### config.mk
export PLATFORM = sky130hd
export DESIGN_NAME = integer_to_ascii_converter
export DESIGN_NICKNAME = d
export VERILOG_FILES = /design/src/hdl/itoa_pkg.sv /design/src/hdl/itoa_ctrl.sv /design/src/hdl/itoa_dp.sv /design/src/hdl/integer_to_ascii_converter.sv
export SDC_FILE = /design/constraint.sdc
export NUM_CORES = 1
export LEC_CHECK = 0
export ABC_AREA = 1
export BUFFER_PORTS_ARGS = -buffer_cell sky130_fd_sc_hd__buf_2
export CAP_MARGIN = 20
export CORE_MARGIN = 3
export CORE_UTILIZATION = 59
export DETAILED_ROUTE_END_ITERATION = 10
export PLACE_DENSITY = 0.78
export SETUP_SLACK_MARGIN = 0.4
export SYNTH_ARGS = -nofsm -noshare
export SYNTH_HDL_FRONTEND = slang
export SYNTH_HIERARCHICAL = 1
export SYNTH_SLANG_ARGS = --single-unit
### constraint.sdc
create_clock -name aclk -period 7.4 [get_ports aclk]
set_input_delay 2.22 -clock aclk [delete_from_list [all_inputs] [get_ports aclk]]
set_output_delay 2.22 -clock aclk [all_outputs]
set_load 0.02 [all_outputs]
### src/hdl/itoa_pkg.sv
package itoa_pkg;

    localparam int INPUT_BITS = 64;
    localparam int VALUE_BITS = 64;
    localparam int DEC_DIGITS = (VALUE_BITS * 30103) / 100000 + 1;
    localparam int HEX_DIGITS = (VALUE_BITS + 3) / 4;
    localparam int DIG_W      = DEC_DIGITS * 4;
    localparam int HEX_W      = HEX_DIGITS * 4;
    localparam int BIT_CNT_W  = $clog2(VALUE_BITS + 1);
    localparam int DIG_CNT_W  = $clog2(DEC_DIGITS + 1);

    localparam logic [1:0] KIND_SIGNED = 2'd0;
    localparam logic [1:0] KIND_HEX    = 2'd2;

    localparam logic [7:0] CHAR_MINUS = 8'h2D;
    localparam logic [7:0] CHAR_ZERO  = 8'h30;
    localparam logic [7:0] CHAR_X     = 8'h78;

    localparam logic [7:0] DIGIT_CHARS [16] = '{
        8'h30, 8'h31, 8'h32, 8'h33, 8'h34, 8'h35, 8'h36, 8'h37,
        8'h38, 8'h39, 8'h41, 8'h42, 8'h43, 8'h44, 8'h45, 8'h46
    };

    typedef enum logic [2:0] {
        ST_IDLE,
        ST_CONV,
        ST_SKIP,
        ST_PRE,
        ST_DIG
    } state_t;

    typedef struct packed {
        logic load;
        logic conv_step;
        logic skip_step;
        logic emit_pre;
        logic emit_dig;
    } cmd_t;

    typedef struct packed {
        logic conv_done;
        logic top_zero;
        logic one_left;
        logic pre_done;
        logic out_free;
    } sts_t;

    function automatic logic [7:0] digit_char(input logic [3:0] d);
        return DIGIT_CHARS[d];
    endfunction

endpackage

### src/hdl/itoa_ctrl.sv
module itoa_ctrl
    import itoa_pkg::*;
(
    input  logic aclk,
    input  logic aresetn,
    input  logic s_valid,
    output logic s_ready,
    input  sts_t sts,
    output cmd_t cmd
);

    state_t state_reg;
    state_t state_next;

    always_ff @(posedge aclk) begin
        if (!aresetn) begin
            state_reg <= ST_IDLE;
        end else begin
            state_reg <= state_next;
        end
    end

    always_comb begin
        state_next = state_reg;
        cmd        = '0;
        s_ready    = 1'b0;
        case (state_reg)
            ST_IDLE: begin
                s_ready = 1'b1;
                if (s_valid) begin
                    cmd.load   = 1'b1;
                    state_next = ST_CONV;
                end
            end
            ST_CONV: begin
                if (sts.conv_done) begin
                    state_next = ST_SKIP;
                end else begin
                    cmd.conv_step = 1'b1;
                end
            end
            ST_SKIP: begin
                if (sts.top_zero && !sts.one_left) begin
                    cmd.skip_step = 1'b1;
                end else begin
                    state_next = ST_PRE;
                end
            end
            ST_PRE: begin
                if (sts.pre_done) begin
                    state_next = ST_DIG;
                end else if (sts.out_free) begin
                    cmd.emit_pre = 1'b1;
                end
            end
            ST_DIG: begin
                if (sts.out_free) begin
                    cmd.emit_dig = 1'b1;
                    if (sts.one_left) begin
                        state_next = ST_IDLE;
                    end
                end
            end
            default: begin
                state_next = ST_IDLE;
            end
        endcase
    end

endmodule

### src/hdl/itoa_dp.sv
module itoa_dp
    import itoa_pkg::*;
(
    input  logic                  aclk,
    input  logic                  aresetn,
    input  logic [1:0]            s_kind,
    input  logic [INPUT_BITS-1:0] s_value,
    output logic                  m_valid,
    input  logic                  m_ready,
    output logic [7:0]            m_text_char,
    output logic                  m_last,
    input  cmd_t                  cmd,
    output sts_t                  sts
);

    logic                  hex_reg,     hex_next;
    logic [VALUE_BITS-1:0] mag_reg,     mag_next;
    logic [DIG_W-1:0]      dig_reg,     dig_next;
    logic [BIT_CNT_W-1:0]  bit_cnt_reg, bit_cnt_next;
    logic [DIG_CNT_W-1:0]  dig_cnt_reg, dig_cnt_next;
    logic [1:0]            pre_cnt_reg, pre_cnt_next;
    logic                  valid_reg,   valid_next;
    logic [7:0]            char_reg,    char_next;
    logic                  last_reg,    last_next;

    logic [VALUE_BITS-1:0] in_val;
    logic                  in_neg;
    logic [HEX_W-1:0]      hex_pad;
    logic [DIG_W-1:0]      adj;
    logic [3:0]            top_dig;

    assign in_val  = s_value[VALUE_BITS-1:0];
    assign in_neg  = (s_kind == KIND_SIGNED) && in_val[VALUE_BITS-1];
    assign hex_pad = HEX_W'(in_val);
    assign top_dig = dig_reg[DIG_W-1 -: 4];

    always_comb begin
        for (int i = 0; i < DEC_DIGITS; i++) begin
            if (dig_reg[i*4 +: 4] >= 4'd5) begin
                adj[i*4 +: 4] = dig_reg[i*4 +: 4] + 4'd3;
            end else begin
                adj[i*4 +: 4] = dig_reg[i*4 +: 4];
            end
        end
    end

    assign sts.conv_done = (bit_cnt_reg == '0);
    assign sts.top_zero  = (top_dig == 4'd0);
    assign sts.one_left  = (dig_cnt_reg == DIG_CNT_W'(1));
    assign sts.pre_done  = (pre_cnt_reg == 2'd0);
    assign sts.out_free  = !valid_reg || m_ready;

    always_comb begin
        hex_next     = hex_reg;
        mag_next     = mag_reg;
        dig_next     = dig_reg;
        bit_cnt_next = bit_cnt_reg;
        dig_cnt_next = dig_cnt_reg;
        pre_cnt_next = pre_cnt_reg;
        valid_next   = valid_reg && !m_ready;
        char_next    = char_reg;
        last_next    = last_reg;

        if (cmd.load) begin
            hex_next     = (s_kind == KIND_HEX);
            mag_next     = in_neg ? (~in_val + VALUE_BITS'(1)) : in_val;
            if (s_kind == KIND_HEX) begin
                dig_next     = DIG_W'(hex_pad) << (DIG_W - HEX_W);
                bit_cnt_next = '0;
                dig_cnt_next = DIG_CNT_W'(HEX_DIGITS);
                pre_cnt_next = 2'd2;
            end else begin
                dig_next     = '0;
                bit_cnt_next = BIT_CNT_W'(VALUE_BITS);
                dig_cnt_next = DIG_CNT_W'(DEC_DIGITS);
                pre_cnt_next = in_neg ? 2'd1 : 2'd0;
            end
        end

        if (cmd.conv_step) begin
            dig_next     = {adj[DIG_W-2:0], mag_reg[VALUE_BITS-1]};
            mag_next     = mag_reg << 1;
            bit_cnt_next = bit_cnt_reg - BIT_CNT_W'(1);
        end

        if (cmd.skip_step || cmd.emit_dig) begin
            dig_next     = dig_reg << 4;
            dig_cnt_next = dig_cnt_reg - DIG_CNT_W'(1);
        end

        if (cmd.emit_pre) begin
            valid_next   = 1'b1;
            last_next    = 1'b0;
            pre_cnt_next = pre_cnt_reg - 2'd1;
            if (!hex_reg) begin
                char_next = CHAR_MINUS;
            end else if (pre_cnt_reg == 2'd2) begin
                char_next = CHAR_ZERO;
            end else begin
                char_next = CHAR_X;
            end
        end

        if (cmd.emit_dig) begin
            valid_next = 1'b1;
            char_next  = digit_char(top_dig);
            last_next  = sts.one_left;
        end
    end

    always_ff @(posedge aclk) begin
        if (!aresetn) begin
            valid_reg   <= 1'b0;
            bit_cnt_reg <= '0;
            dig_cnt_reg <= '0;
            pre_cnt_reg <= 2'd0;
        end else begin
            valid_reg   <= valid_next;
            bit_cnt_reg <= bit_cnt_next;
            dig_cnt_reg <= dig_cnt_next;
            pre_cnt_reg <= pre_cnt_next;
        end
    end

    always_ff @(posedge aclk) begin
        hex_reg  <= hex_next;
        mag_reg  <= mag_next;
        dig_reg  <= dig_next;
        char_reg <= char_next;
        last_reg <= last_next;
    end

    assign m_valid     = valid_reg;
    assign m_text_char = char_reg;
    assign m_last      = last_reg;

endmodule

### src/hdl/integer_to_ascii_converter.sv
// Sequence: a decimal value runs the shift-and-add-3 conversion, one step per value bit (64),
// then suppresses leading zeros, then loads the characters one by one as the output register frees.
// Hex skips the conversion.
// Throughput: one value at a time; the next is taken once the last character is loaded.
// Reset: synchronous active-low aresetn returns to idle and empties the output register.
module integer_to_ascii_converter
    import itoa_pkg::*;
(
    input  logic                  aclk,
    input  logic                  aresetn,
    input  logic                  s_valid,
    output logic                  s_ready,
    input  logic [1:0]            s_kind,
    input  logic [INPUT_BITS-1:0] s_value,
    output logic                  m_valid,
    input  logic                  m_ready,
    output logic [7:0]            m_text_char,
    output logic                  m_last
);

    cmd_t cmd;
    sts_t sts;

    itoa_ctrl u_ctrl (
        .aclk    (aclk),
        .aresetn (aresetn),
        .s_valid (s_valid),
        .s_ready (s_ready),
        .sts     (sts),
        .cmd     (cmd)
    );

    itoa_dp u_dp (
        .aclk        (aclk),
        .aresetn     (aresetn),
        .s_kind      (s_kind),
        .s_value     (s_value),
        .m_valid     (m_valid),
        .m_ready     (m_ready),
        .m_text_char (m_text_char),
        .m_last      (m_last),
        .cmd         (cmd),
        .sts         (sts)
    );

`ifndef SYNTHESIS
    a_emit_needs_room: assert property (@(posedge aclk) disable iff (!aresetn)
        (cmd.emit_pre || cmd.emit_dig) |-> sts.out_free)
        else $error("character loaded while the output register was occupied");

    a_last_returns_idle: assert property (@(posedge aclk) disable iff (!aresetn)
        (cmd.emit_dig && sts.one_left) |=> s_ready)
        else $error("controller did not return to idle after the last digit");

    a_accept_then_busy: assert property (@(posedge aclk) disable iff (!aresetn)
        (s_valid && s_ready) |=> !s_ready)
        else $error("input accepted twice in a row");

    a_last_flag_matches: assert property (@(posedge aclk) disable iff (!aresetn)
        cmd.emit_dig |=> (m_last == $past(sts.one_left)))
        else $error("last flag does not match the digit count");
`endif

endmodule

==> results by group <==
Outcome
  – Run status: complete, no violations

Final layout
  – Post-route cell area: roughly 13000 µm²
  – Share of final-layout standard cells stronger than drive strength 1: around 10%
  – Antenna diodes: 0
  – Largest register FFs: 80
  – Net total in the final layout: 1739
  – Area Growth Syn to Fin: 8.95%
  – Footprint of the multi-input gates: between 6000 and 7000 µm²
  – Reg area: between 4000 and 5000 µm²
  – Fill count: 1716

Synthesis
  – Mux cell area share after synthesis: 0%
  – Netlist cell types: 53
  – Post-synth design cell area: 12000 µm²
  – Post-Synthesis Cells: about 1600
  – Area fraction in compound gates after synthesis: between 10% and 20%
  – Main combinational cell family by area after synthesis: simple AND/OR/NAND/NOR gates
  – Cell type with the largest total area after synthesis: sky130_fd_sc_hd__edfxtp_1
  – Fraction of synthesized cell area in xor and xnor cells: under 10%
  – Number of warning messages in the yosys log: 6
  – Synthesized Nets: roughly 1700
  – Most frequent cell after synthesis: sky130_fd_sc_hd__nand2_1
  – Post-synthesis share of cell area spent on and, or, nand and nor gates: between 20% and 30%
  – Per-instance average area after synthesis: between 7 and 8 µm²
  – Number of enable-type register cells in the synthesized netlist: 148
  – Yosys reg bits: approximately 170
  – Sequential share of the synthesized area: around two fifths
  – Share of flip-flops with an asynchronous set or reset: 0%
  – Adder-cell share of the synthesized area: 5.02%
  – Largest cells by area after synthesis: sky130_fd_sc_hd__edfxtp_1, sky130_fd_sc_hd__nand2_1, sky130_fd_sc_hd__o21ai_0
  – Yosys top cell area share: a little under two fifths
  – Most common library cells after synthesis: sky130_fd_sc_hd__nand2_1, sky130_fd_sc_hd__inv_1, sky130_fd_sc_hd__nor2_1, sky130_fd_sc_hd__o21ai_0, sky130_fd_sc_hd__edfxtp_1
  – Dominant register cell in the synthesized netlist: sky130_fd_sc_hd__edfxtp_1

Clock tree
  – CTS tree: yes
  – Number of gates resized after CTS: 0
  – Clock network latency to the later pin of the worst-skew pair: ~440 ps
  – Hold buffer count at CTS: 0
  – Maximum buffer depth of the clock tree: 2
  – Count of H-tree levels built during CTS: 4
  – Register clock-pin slew on the reported worst setup and hold paths: roughly 70 ps
  – Post-CTS Repair Setup Buffers: 0
  – Clock net sink count: 171
  – TritonCTS buffer count: 17
  – Root buffer cell: sky130_fd_sc_hd__clkbuf_16

Route
  – Drt first-iter violations: roughly 1200
  – Average wire length per cell after detail routing: approximately 16 µm
  – DR vias: approximately 11000
  – Number of nets with antenna violations after routing: 0
  – Final routed DRC violation total: 0
  – Post-detailed-routing wire length: between 30000 and 40000 µm
  – Average via count per standard cell: 5.90
  – Pre-Repair DR Iteration Count: 6

Power and ir drop
  – Part of the total power dissipated in sequential elements: around 40%
  – Logic gate share of total power: about 44%
  – Worst vdd ir: roughly 280 µV
  – Internal power contribution: 3.02 mW
  – P_sw: around 2.3 mW
  – Switching part of the total: 43.1%
  – Power per cell area: 407 nW/µm²
  – Fraction of power consumed by the clock network: around 17%
  – Leakage Power: 5.57 nW

STA
  – Setup repair after global routing missed its margin: false
  – Final critical-path setup slack: approximately 2800 ps
  – Final count of negative-setup-slack endpoints: 0
  – Final max-slew violation count: 0
  – Setup tns final: 0 ps
  – Transition time at the pin with the least slew margin: 979 ps
  – Share of the clock period used by the worst path after layout: between 60% and 70%
  – Fmax: 218 MHz
  – Fin Clk Skew: 11.2 ps
  – Number of hold violations in the final report: 0
  – Rel. slew slack: between 30% and 40%
  – Time the worst path needs with I/O delays and setup: 4590 ps

Setup path
  – Worst path slowest cell: sky130_fd_sc_hd__buf_4
  – Crit path DAT: 4900 ps
  – R2r setup slk: between 3000 and 4000 ps
  – Endpoint class of the critical path: register
  – Type of the setup path with the least slack: input pin to register
  – Cell-by-cell trace of the critical path: buf_2 > inv_1 > nand2_1 > inv_1 > nor2_1 > nor2_4 > clkinv_2 > buf_4 > buf_4 > nand4_1 > o21ai_0 > a21oi_1
  – Nature of the critical path startpoint: input pin
  – Crit Path Max Fanout: between 60 and 70
  – CP max stage delay: approximately 640 ps
  – Critical path required time: between 7000 and 8000 ps

Floorplan
  – Width of the chip: 148 µm
  – IO Pins: around 80
  – Initial cell density of the core: between 60% and 70%
  – Area of the die: 22000 µm²
  – Chip height: 148 µm
  – Total core area: roughly 20000 µm²
  – Count of standard-cell rows: 51

Worst hold path
  – Kind of path behind the tightest hold check: register to register

Placed design
  – Post-Place Cell Area: about 12000 µm²
  – Gp weighted congestion: ~0.94
  – IO Port Bufs: about 80
  – Minimum setup slack after placement: 2360 ps
  – HPWL after DPL: about 22000 µm

GRT
  – Gr usage total: 28.0%
  – Met1 Usage GRT: 39.1%
  – Remaining global-route overflow: 0
  – Number of global-route vias before repair: a little over 10000
  – Most heavily used metal layer in global routing: met2
  – Number of antenna violations at the first check in global routing: 0
  – Met3 usage in global routing: between 4 and 5%
  – Largest net degree at the start of global routing: about 80
  – Met2 Use GR: 44.8%
  – Wire length of the first global-routing pass: between 50000 and 60000 µm

Job
  – Max Cap Viol: 0
## layout make-up
cell class / count / area share, %
Timing Repair Buffer: 85 / 3.54
Clock buffer: 23 / 3.59
Sequential cell: 171 / 37.7
Clock inverter: 9 / 0.855
Tap cell: 265 / 2.55
Inverter: 191 / 5.54
Multi-Input combinational cell: 1155 / 46.3
## worst paths after layout
path,start,to,cells after the start
hold reg to reg,u_dp/bit_cnt_reg[0],u_dp/bit_cnt_reg[0],1
setup / recovery,m_ready,u_dp/dig_cnt_reg[3],12
setup reg to reg,u_dp/bit_cnt_reg[0],u_dp/dig_reg[4],11
hold / removal,u_dp/bit_cnt_reg[0],u_dp/bit_cnt_reg[0],1
## logic make-up (layout without fill, tap and decap cells)
logic type | Yosys count | in the layout
compound gates | 402 | 402
xor+xnor | 23 | 23
fa+ha+maj | 48 | 48
buf+inv | 244 | 308
flops | 171 | 171
other cells | 1 | 1
simple gates | 681 | 681
## through the flow
| stage | hold WS [ps] | power, mW | cells | utilization [%] |
|---|---|---|---|---|
| after detailed placement | 441 | 4.33 | 1866 | 63.2 |
| after global placement | 442 | 4.24 | 1866 | 63.2 |
| final | 452 | 5.30 | 1899 | 66.3 |
| after floorplan | 422 | 3.76 | 1570 | - |
| after global routing | 489 | 5.70 | 1899 | 66.3 |
| after CTS | 450 | 5.25 | 1898 | 66.1 |
## cells in the final DEF (no fill, tap or decap), types with 24 or more instances in the layout
cell type	instances
sky130_fd_sc_hd__buf_2	79
sky130_fd_sc_hd__edfxtp_1	148
sky130_fd_sc_hd__nor2_1	181
sky130_fd_sc_hd__nand2_1	348
sky130_fd_sc_hd__o21ai_0	157
sky130_fd_sc_hd__inv_1	181
sky130_fd_sc_hd__a22oi_1	51
sky130_fd_sc_hd__o21ai_1	24
sky130_fd_sc_hd__a21oi_1	124
sky130_fd_sc_hd__ha_1	48
sky130_fd_sc_hd__nand3_1	82
## power groups by stage
stage / logic [mW] / clock network [mW] / registers, mW
detailed placement: 2.24 / 0 / 2.09
finish: 2.33 / 0.894 / 2.08
global placement: 2.16 / 0 / 2.08
floorplan: 1.72 / 0 / 2.04
global route: 2.62 / 0.947 / 2.13
CTS: 2.26 / 0.907 / 2.08
## critical path, delay by kind of cell
| family | cells | cell delay (ps) |
|---|---|---|
| AO/OA/AOI/OAI | 2 | 280 |
| buffers and inverters | 6 | 1390 |
| AND/OR/NAND/NOR | 4 | 990 |
## per-layer routing
layer / up-vias / share of wire (%)
met5: - / 0
met4: 0 / 2.1
met3: 66 / 8.2
met2: 484 / 47
met1: 5200 / 43
li1: 5449 / -
Note: power is estimated with default switching activity, not from simulation.
